## src/rtl/rtti_pkg.sv

```systemverilog
// Shared types and constants of the radix text-to-integer parser.
package rtti_pkg;

	localparam int VALUE_BITS_DEFAULT = 53;
	localparam int RADIX_W            = 6;
	localparam int CHAR_W             = 8;

	localparam logic [RADIX_W-1:0] RADIX_RESET = 6'd10;
	localparam logic [RADIX_W-1:0] RADIX_MIN   = 6'd2;
	localparam logic [RADIX_W-1:0] RADIX_MAX   = 6'd36;

	localparam logic [CHAR_W-1:0] CHAR_SPACE = 8'h20;
	localparam logic [CHAR_W-1:0] CHAR_TAB   = 8'h09;
	localparam logic [CHAR_W-1:0] CHAR_ZERO  = 8'h30;
	localparam logic [CHAR_W-1:0] CHAR_NINE  = 8'h39;
	localparam logic [CHAR_W-1:0] CHAR_UP_A  = 8'h41;
	localparam logic [CHAR_W-1:0] CHAR_UP_Z  = 8'h5a;
	localparam logic [CHAR_W-1:0] CHAR_LO_A  = 8'h61;
	localparam logic [CHAR_W-1:0] CHAR_LO_Z  = 8'h7a;
	localparam logic [CHAR_W-1:0] LETTER_BASE = 8'd10;

	typedef enum logic [1:0] {
		ST_OK        = 2'd0,
		ST_BAD_RADIX = 2'd1,
		ST_BAD_DIGIT = 2'd2,
		ST_OVERFLOW  = 2'd3
	} status_t;

	typedef struct packed {
		logic               blank;
		logic               is_digit;
		logic [RADIX_W-1:0] digit;
	} char_class_t;

endpackage

```

## src/rtl/rtti_decode.sv

```systemverilog
// Character classifier: blank detection and digit value of one character.
module rtti_decode (
	input  logic [rtti_pkg::CHAR_W-1:0] character,
	output rtti_pkg::char_class_t       cls
);

	logic [rtti_pkg::CHAR_W-1:0] value;

	always_comb begin
		value = '0;
		cls.blank = (character == rtti_pkg::CHAR_SPACE) || (character == rtti_pkg::CHAR_TAB);
		cls.is_digit = 1'b1;
		priority if (character >= rtti_pkg::CHAR_ZERO && character <= rtti_pkg::CHAR_NINE) begin
			value = character - rtti_pkg::CHAR_ZERO;
		end else if (character >= rtti_pkg::CHAR_UP_A && character <= rtti_pkg::CHAR_UP_Z) begin
			value = character - rtti_pkg::CHAR_UP_A + rtti_pkg::LETTER_BASE;
		end else if (character >= rtti_pkg::CHAR_LO_A && character <= rtti_pkg::CHAR_LO_Z) begin
			value = character - rtti_pkg::CHAR_LO_A + rtti_pkg::LETTER_BASE;
		end else begin
			cls.is_digit = 1'b0;
		end
		cls.digit = value[rtti_pkg::RADIX_W-1:0];
	end

endmodule

```

## src/rtl/rtti_parse.sv

```systemverilog
// Parser state: phase, accumulator and first error, updated once per item.
module rtti_parse #(
	parameter int VALUE_BITS = rtti_pkg::VALUE_BITS_DEFAULT
) (
	input  logic                         clk,
	input  logic                         arst_n,
	input  logic                         fire,
	input  logic                         last,
	input  rtti_pkg::char_class_t        cls,
	input  logic [rtti_pkg::RADIX_W-1:0] radix,
	output logic [VALUE_BITS-1:0]        result_value,
	output rtti_pkg::status_t            result_status
);

	localparam int EXT_W = VALUE_BITS + rtti_pkg::RADIX_W;

	typedef enum logic [2:0] {
		PH_LEAD   = 3'b001,
		PH_DIGITS = 3'b010,
		PH_TRAIL  = 3'b100
	} phase_t;

	phase_t                phase_q, phase_d;
	logic [VALUE_BITS-1:0] acc_q, acc_d;
	rtti_pkg::status_t     err_q, err_d;

	logic             radix_bad;
	logic             digit_bad;
	logic             take;
	logic [EXT_W-1:0] sum;
	logic             overflow;

	assign radix_bad = (radix < rtti_pkg::RADIX_MIN) || (radix > rtti_pkg::RADIX_MAX);
	assign digit_bad = !cls.is_digit || (cls.digit >= radix);
	assign sum = EXT_W'(acc_q) * EXT_W'(radix) + EXT_W'(cls.digit);
	assign overflow = |sum[EXT_W-1:VALUE_BITS];

	always_comb begin
		phase_d = phase_q;
		acc_d = acc_q;
		err_d = err_q;
		take = 1'b0;
		if (radix_bad) begin
			err_d = rtti_pkg::ST_BAD_RADIX;
		end else if (err_q != rtti_pkg::ST_BAD_RADIX) begin
			unique case (phase_q)
				PH_DIGITS: begin
					if (cls.blank) begin
						phase_d = PH_TRAIL;
					end else begin
						take = 1'b1;
					end
				end
				PH_TRAIL: begin
					if (!cls.blank && err_q == rtti_pkg::ST_OK) begin
						err_d = rtti_pkg::ST_BAD_DIGIT;
					end
				end
				default: begin
					if (!cls.blank) begin
						phase_d = PH_DIGITS;
						take = 1'b1;
					end
				end
			endcase
		end
		if (take && err_q == rtti_pkg::ST_OK) begin
			priority if (digit_bad) begin
				err_d = rtti_pkg::ST_BAD_DIGIT;
			end else if (overflow) begin
				err_d = rtti_pkg::ST_OVERFLOW;
			end else begin
				acc_d = sum[VALUE_BITS-1:0];
			end
		end
	end

	assign result_value = (err_d == rtti_pkg::ST_OK) ? acc_d : '0;
	assign result_status = err_d;

	always_ff @(posedge clk or negedge arst_n) begin
		if (!arst_n) begin
			phase_q <= PH_LEAD;
			acc_q <= '0;
			err_q <= rtti_pkg::ST_OK;
		end else if (fire) begin
			if (last) begin
				phase_q <= PH_LEAD;
				acc_q <= '0;
				err_q <= rtti_pkg::ST_OK;
			end else begin
				phase_q <= phase_d;
				acc_q <= acc_d;
				err_q <= err_d;
			end
		end
	end

	a_clear_after_last: assert property (@(posedge clk) disable iff (!arst_n)
		fire && last |=> phase_q == PH_LEAD && acc_q == '0 && err_q == rtti_pkg::ST_OK)
		else $error("parser state not cleared after the last item of a string");

	a_lead_acc_zero: assert property (@(posedge clk) disable iff (!arst_n)
		phase_q == PH_LEAD |-> acc_q == '0)
		else $error("accumulator nonzero before the first digit");

	a_error_freezes_acc: assert property (@(posedge clk) disable iff (!arst_n)
		err_q != rtti_pkg::ST_OK && !(fire && last) |=> $stable(acc_q))
		else $error("accumulator changed after an error was latched");

endmodule

```

## src/rtl/radix_text_to_integer_core.sv

```systemverilog
// Top level of the radix text-to-integer parser with stream ports and radix register.
// The block takes one character per cycle and, on the character marked tlast, gives one
// item with the parsed value in tdata and the status in tuser (0 ok, 1 bad radix,
// 2 bad digit, 3 overflow; the value is 0 unless the status is ok). A character is held
// in an input register and parsed there; the accumulator update (one multiply by the
// radix, an add of the digit and an overflow check) is combinational; the result
// goes to the output register when the last character leaves the input register.
// A new character is taken in every cycle, except that a last character waiting in the
// input register holds the input for as long as the previous result is not taken. The
// radix register may be written only while no string is in progress.
module radix_text_to_integer_core #(
	parameter int VALUE_BITS = rtti_pkg::VALUE_BITS_DEFAULT
) (
	input  logic                              clk,
	input  logic                              arst_n,
	input  logic                              cfg_valid,
	output logic                              cfg_ready,
	input  logic [rtti_pkg::RADIX_W-1:0]      cfg_data,
	input  logic                              s_tvalid,
	output logic                              s_tready,
	input  logic [rtti_pkg::CHAR_W-1:0]       s_tdata,   // character
	input  logic                              s_tlast,
	output logic                              m_tvalid,
	input  logic                              m_tready,
	output logic [((VALUE_BITS+7)/8)*8-1:0]   m_tdata,   // value, zero padded
	output logic [1:0]                        m_tuser    // status
);

	localparam int OUT_DATA_W = ((VALUE_BITS + 7) / 8) * 8;

	logic [rtti_pkg::RADIX_W-1:0] radix_q;
	logic                         valid_s1;
	logic [rtti_pkg::CHAR_W-1:0]  char_s1;
	logic                         last_s1;
	logic                         fire_s1;
	logic                         load_out;
	rtti_pkg::char_class_t        cls;
	logic [VALUE_BITS-1:0]        result_value;
	rtti_pkg::status_t            result_status;
	logic [VALUE_BITS-1:0]        value_q;
	rtti_pkg::status_t            status_q;

	assign cfg_ready = 1'b1;

	always_ff @(posedge clk or negedge arst_n) begin
		if (!arst_n) begin
			radix_q <= rtti_pkg::RADIX_RESET;
		end else if (cfg_valid && cfg_ready) begin
			radix_q <= cfg_data;
		end
	end

	assign fire_s1 = valid_s1 && (!last_s1 || !m_tvalid || m_tready);
	assign s_tready = !valid_s1 || fire_s1;
	assign load_out = fire_s1 && last_s1;

	always_ff @(posedge clk or negedge arst_n) begin
		if (!arst_n) begin
			valid_s1 <= 1'b0;
		end else if (s_tready) begin
			valid_s1 <= s_tvalid;
		end
	end

	always_ff @(posedge clk) begin
		if (s_tready && s_tvalid) begin
			char_s1 <= s_tdata;
			last_s1 <= s_tlast;
		end
	end

	rtti_decode u_decode (
		.character (char_s1),
		.cls       (cls)
	);

	rtti_parse #(
		.VALUE_BITS (VALUE_BITS)
	) u_parse (
		.clk           (clk),
		.arst_n        (arst_n),
		.fire          (fire_s1),
		.last          (last_s1),
		.cls           (cls),
		.radix         (radix_q),
		.result_value  (result_value),
		.result_status (result_status)
	);

	always_ff @(posedge clk or negedge arst_n) begin
		if (!arst_n) begin
			m_tvalid <= 1'b0;
		end else if (load_out) begin
			m_tvalid <= 1'b1;
		end else if (m_tready) begin
			m_tvalid <= 1'b0;
		end
	end

	always_ff @(posedge clk) begin
		if (load_out) begin
			value_q <= result_value;
			status_q <= result_status;
		end
	end

	assign m_tdata = OUT_DATA_W'(value_q);
	assign m_tuser = status_q;

endmodule
```

## config.mk

```make
export PLATFORM = sky130hd
export DESIGN_NAME = radix_text_to_integer_core
export DESIGN_NICKNAME = d
export VERILOG_FILES = /design/src/rtl/rtti_pkg.sv /design/src/rtl/rtti_decode.sv /design/src/rtl/rtti_parse.sv /design/src/rtl/radix_text_to_integer_core.sv
export SDC_FILE = /design/constraint.sdc
export NUM_CORES = 1
export LEC_CHECK = 0
export BUFFER_PORTS_ARGS = -buffer_cell sky130_fd_sc_hd__clkbuf_2
export CORE_MARGIN = 8
export CORE_UTILIZATION = 60
export CTS_BUF_LIST = sky130_fd_sc_hd__clkbuf_2 sky130_fd_sc_hd__clkbuf_4 sky130_fd_sc_hd__clkbuf_8
export CTS_CLUSTER_SIZE = 12
export DETAILED_ROUTE_END_ITERATION = 16
export MAX_ROUTING_LAYER = met4
export PLACE_DENSITY = 0.85
export SLEW_MARGIN = 20
export SYNTH_ARGS = -nofsm -noshare
export SYNTH_HDL_FRONTEND = slang
export SYNTH_HIERARCHICAL = 1
export SYNTH_SLANG_ARGS = --single-unit
```

## constraint.sdc

```tcl
create_clock -name clk -period 9 [get_ports clk]
set_input_delay 2.25 -clock clk [delete_from_list [all_inputs] [get_ports clk]]
set_output_delay 2.25 -clock clk [all_outputs]
set_load 0.05 [all_outputs]
```

# Yosys cells after proc, flatten, opt, wreduce, memory -nomap -nowiden

Index checks and enable logic that the tools add are counted.

Register bits: 130
Input bits: 20
Output and inout bits: 61
Word-level logic and storage cells: 90

Add/subtract/negate cells: 6
$mul: 1
Magnitude comparators: 9
Equal/unequal tests: 9
Multiplexer cells: 30
Reduce and logical (&&, ||, !) cells: 25

Operators by type and width:

| kind                | number |
|---|---|
| $mux 53             | 4 |
| $add 59x6->59       | 1 |
| $mul 53x6->59       | 1 |
| $mux 6              | 3 |
| $ge 8x7->1 const B  | 2 |
| $le 8x7->1 const B  | 2 |
| $mux 2              | 8 |
| $mux 3              | 5 |
| $add 6x4->6 const B | 2 |
| $sub 6x6->6 const B | 2 |
| $mux 1              | 9 |
| $eq 8x4->1 const B  | 1 |
| $eq 8x6->1 const B  | 1 |
| $ge 8x6->1 const B  | 1 |
| $le 8x6->1 const B  | 1 |
| $logic_and 1x1->1   | 8 |
| $ge 6x6->1          | 1 |
| $gt 6x6->1 const B  | 1 |
| $logic_or 1x1->1    | 6 |
| $lt 6x2->1 const B  | 1 |
| $pmux 3 s2          | 1 |
| $reduce_and 6->1    | 1 |
| $reduce_or 6->1     | 1 |
| $sub 6x1->6 const B | 1 |
| other kinds (9)     | 16 |

# Logic depth before layout (Yosys ltp)

Depth in word-level cells: 12
Gate-level depth with buffers: 25

# Modules after synthesis

Netlist, hierarchy kept.

Modules (own cells, without submodules):

| module                     | instances | cells an instance | area each (um2) | sequential area each (um2) |
|---|---|---|---|---|
| rtti_parse                 | 1         | 1488              | 13935.9         | 1452.6 |
| radix_text_to_integer_core | 1         | 93                | 2318.5          | 2124.5 |
| rtti_decode                | 1         | 56                | 417.9           | 0.0 |

# Least setup slack after synthesis

No wires, ideal clock.

Path type: register to register
Start point: reg radix_q[1] (netlist name)
End point: reg u_parse.acc_q[48]
Library setup time: 0.066 ns
Arrival time: 6.056 ns
Slack: 2.879 ns
Cell stages (with the launch flop): 23
Buffers on the path: 5
Cell sequence: dfstp_2 > clkbuf_1 > clkbuf_1 > and2_1 > fa_1 > fa_1 > fa_1 > ha_1 > ha_1 > buf_4 > nand4_2 > or3_4 > or4b_1 > a211oi_2 > a211oi_2 > o31ai_4 > and3_1 > o211ai_2 > or2_1 > buf_6 > nor3_4 > buf_6 > a22o_1

Longest elaborated chain between the ends: 7

Ends and longest elaborated chain:

| item                   | line                             | source |
|---|---|---|
| from (decl)            | radix_text_to_integer_core.sv:31 | `logic [rtti_pkg::RADIX_W-1:0] radix_q;` |
| from (signal assigned) | radix_text_to_integer_core.sv:47 | `radix_q <= rtti_pkg::RADIX_RESET;` |
| from (signal assigned) | radix_text_to_integer_core.sv:49 | `radix_q <= cfg_data;` |
| $mul 53x6->59          | rtti_parse.sv:35                 | `assign sum = EXT_W'(acc_q) * EXT_W'(radix) + EXT_W'(cls.digit);` |
| $add 59x6->59          | rtti_parse.sv:35                 |  |
| $reduce_or 6->1        | rtti_parse.sv:36                 | `assign overflow = \|sum[EXT_W-1:VALUE_BITS];` |
| $mux 53                | rtti_parse.sv:70                 | `end else if (overflow) begin` |
| $mux 53                | rtti_parse.sv:68                 | `priority if (digit_bad) begin` |
| $mux 53 (*)            | rtti_parse.sv:67                 | `if (take && err_q == rtti_pkg::ST_OK) begin` |
| $mux 53 (*)            | rtti_parse.sv:87                 | `if (last) begin` |
| to (signal assigned)   | rtti_parse.sv:84                 | `acc_q <= '0;` |
| to (signal assigned)   | rtti_parse.sv:89                 | `acc_q <= '0;` |
| to (signal assigned)   | rtti_parse.sv:93                 | `acc_q <= acc_d;` |
| to (decl)              | rtti_parse.sv:24                 | `logic [VALUE_BITS-1:0] acc_q, acc_d;` |

Every way passes the cells marked *; elsewhere a longest branch is shown, timed or not.
A chain may end at the register's enable or synchronous reset.

# Worst setup path after layout

Start point: reg radix_q[4] (netlist name)
End point: reg u_parse.acc_q[25]

Same word-level chain as after synthesis.

==> results.md <==
* Die width at 183 um
* Post-Syn Area at 0.0167 mm^2
* HP Class: reg2reg
* CP arrival at 8.25 ns
* Setup TNS at 0 ns
* CP max stage cell: dfrtp_1
* Power density over the cells at 81.2 mW/mm^2
* Top delay family on crit path: simple AND/OR/NAND/NOR gates
* Fin crit period at 7.83 ns
* Synth Flop Type: edfxtp_1
* Critical Path Most Common Cell: fa_1
* Cells after Synth at 1637
* Clk_lat worst skew at 0.49 ns
* Reg power frac at 48.8%
* Drt pass-1 iters at 6
* Dpl ws at 1.37 ns
* Leakage power at 8.77 nW
* WP data required at 9.42 ns
* Synth Area in Adders at 35.3%
* Slew @ Worst Pin at 1.07 ns
* DRC Markers at 0
* YS warnings at 6
* CP bufs+invs at 4
* Hold buffers post-CTS at 0
* Synth top area share at 25.0%
* Rel. slew slack at 28.4%
* Routed len/inst at 20.1 um
* Clk sink count at 130
* Slew Viols, Final at 0
* Number of synthesized flops with an enable pin at 64
* Worst-path maximum fanout at 31
* Synth cell count leaders: and2_1 (307), fa_1 (208), ha_1 (138)
* Crit path launch type: register
* GRT Overall Usage at 26.3%
* Remaining antenna violation count at 0
* Initial antenna violation count at 0
* WL met3 at 2690 um
* CTS clock-pin slew for the worst setup and hold paths at 0.09 ns
* Cell-internal power at 0.000939 W
* Final GP Congestion at 0.985
* Kind of critical path: reg2reg
* N_diodes at 0
* Routed WL at 41000 um
* Mux share of post-synthesis cell area at 0.871%
* Xor/xnor share of the synthesized area at 2.84%
* Clock skew at 0.0191 ns
* Vias at 12700
* Max incr delay on CP at 1.06 ns
* Wl on met1 at 16700 um
* IO Count at 81
* Die ar. at 0.0334 mm^2
* Final Setup Violations at 0
* Period utilisation layout at 87.0%
* Setup ws final at 1.17 ns
* Sw power at 0.000482 W
* Peak VDD IR at 86.3 uV
* Hold Fails Final Rpt at 0
* Layout cells sized above 1 at 9.39%
* Synth area leader: fa_1
* Setup Fix Bufs, Post-CTS at 0
* Critical-path cell list: buf_4 -> and2_1 -> ha_1 -> inv_1 -> fa_1 -> inv_1 -> fa_1 -> fa_1 -> ha_1 -> a21oi_1 -> nand2_1 -> o21ai_0 -> a311oi_1 -> nor3b_1 -> mux2i_1 -> nor4_2 -> o211ai_2 -> or2_1 -> nor3_4 -> buf_4 -> a22o_1
* Uppermost layer routed: met4
* Largest net degree at the start of global routing at 67
* Unique masters post-synth at 80
* DR WL met2 at 20000 um
* Vias per cell at 6.23
* Std-Cell Rows at 61
* TritonCTS buffer count at 17
* Clock buffer depth at 2
* Yosys reg bits at 130
* Sw frac at 33.9%
* Cts repair resizes at 0
* Clk pwr share at 35.3%
* Outcome: complete, no violations
* Vias in the first global route at 13300
* Syn avg cell area at 10.2 um^2
* Drt first-iter violations at 1172
* Area Growth Syn to Fin at 4.98%
* Root Driver: clkbuf_8
* Initial core utilization at 60.5%
* DPL Wire Length at 31400 um
* Asr flop ratio synth at 50.8%
* Htree depth at 4
* Grt ovf at 0
* Floorplan core area at 0.0276 mm^2
* Top post-synthesis cells by area: fa_1 (25%), edfxtp_1 (12%), and2_1 (12%)
* Max cap viols at 0
* Compound-cell area share of the yosys netlist at 15.5%
* First-pass GRT wire length at 68500 um
* Die Height at 183 um
* CTS tree: yes
* Worst setup EP type: register
* Logic pwr share at 15.8%
* Simple-Gate Fraction of Synth Area at 19.2%
* Count of input and output buffers at 76
* Main combinational cell family by area after synthesis: adder cells
* Nets at 2014
* Max frequency at 128 MHz
* Post-synthesis sequential area ratio at 21.5%
* RSZ-0062 raised after global routing: no
* Most common cell in the netlist: and2_1
-- through the flow --
stage	power, W	util [%]	cell area (um^2)	hold slack, ns	std cells
detailed placement	0.000926	62.2	17100	0.529	2007
global placement	0.000915	62.2	17100	0.517	2007
global route	0.00147	63.5	17500	0.594	2039
finish	0.00142	63.5	17500	0.537	2039
floorplan	0.000850	-	16700	0.480	1639
CTS	0.00142	63.5	17500	0.543	2039
-- logic make-up (layout without fill, tap and decap cells) --
family                     count (synthesis)  after routing
other                                      2              4
buffers and inverters                    175            197
and+or+nand+nor                          556            556
xor gates and xnor gates                  54             54
AOI/OAI and AO/OA                        363            363
muxes                                     11             11
adders and majority gates                346            346
DFF                                      130            130
-- worst reg2reg max path: cells and delay by family (launching register included) --
| kind | cells | cell delay (ns) |
|---|---|---|
| AND/OR/NAND/NOR | 6 | 2.29 |
| adder cells (fa/ha/maj) | 5 | 2.01 |
| AO/OA/AOI/OAI | 5 | 1.20 |
| flip-flops | 1 | 1.06 |
| buffers and inverters | 4 | 1.06 |
| multiplexers | 1 | 0.17 |
-- placed cells by master, fill, tap and decap left out, types with 5 or more instances in the layout --
cell type,n
xnor2_1,34
a21oi_1,77
clkbuf_8,17
nand3_1,5
inv_6,5
a31oi_1,9
o21bai_1,13
nor2_1,49
and3_1,8
and2_1,306
o21ai_0,63
edfxtp_1,64
or3_1,7
buf_4,11
xor2_1,20
o211ai_1,9
fa_1,208
inv_1,79
a211oi_1,8
nor3b_1,5
a22o_1,104
a21boi_0,8
mux2_4,6
nor2b_1,7
nand4_1,24
dfrtp_1,63
clkbuf_2,75
nor3_1,18
nand2b_1,9
ha_1,138
nand2_1,89
a21o_1,23
o21a_1,14
-- routing by layer --
metal / up-vias / GRT usage (%)
met5: - / -
met4: 0 / 12.0
met3: 110 / 4.31
met2: 553 / 42.5
met1: 6347 / 32.0
li1: 5691 / -
-- sequential cells by signal, summed over array words and instances (netlist names) --
| name | cells |
|---|---|
| char_s1 | 8 |
| last_s1 | 1 |
| m_tuser | 2 |
| m_tvalid | 1 |
| radix_q | 6 |
| u_parse/acc_q | 53 |
| u_parse/err_q | 2 |
| u_parse/phase_q | 3 |
| valid_s1 | 1 |
| value_q | 53 |
-- cell type report --
type	instances	area (um^2)
clock buffers	19	249
clock inverters	13	126
fillers	2143	10100
inverters	79	297
multi-input cells	1334	12300
flip-flops and latches	130	3580
well taps	378	473
repair buffers	86	458
-- path summary, 6_finish.rpt --
check / from / to / slack, ns / depth (start not counted)
setup / recovery: radix_q[4] / u_parse/acc_q[25] / 1.17 / 21
hold / removal: u_parse/phase_q[0] / u_parse/phase_q[0] / 0.54 / 2
setup reg to reg: radix_q[4] / u_parse/acc_q[25] / 1.17 / 21
hold reg to reg: u_parse/phase_q[0] / u_parse/phase_q[0] / 0.54 / 2
max in group asynchronous: arst_n / u_parse/acc_q[38] / 6.51 / 1
min in group asynchronous: arst_n / u_parse/acc_q[21] / 1.90 / 1
-- power by group through the flow --
stage / sequential [W] / combinational, W / clock (W)
detailed placement: 0.000705 / 0.000222 / 0
floorplan: 0.000719 / 0.000131 / 0
global route: 0.000698 / 0.000241 / 0.000530
global placement: 0.000702 / 0.000213 / 0
CTS: 0.000692 / 0.000223 / 0.000507
finish: 0.000694 / 0.000225 / 0.000502
Power figures use the tool's default switching activity.
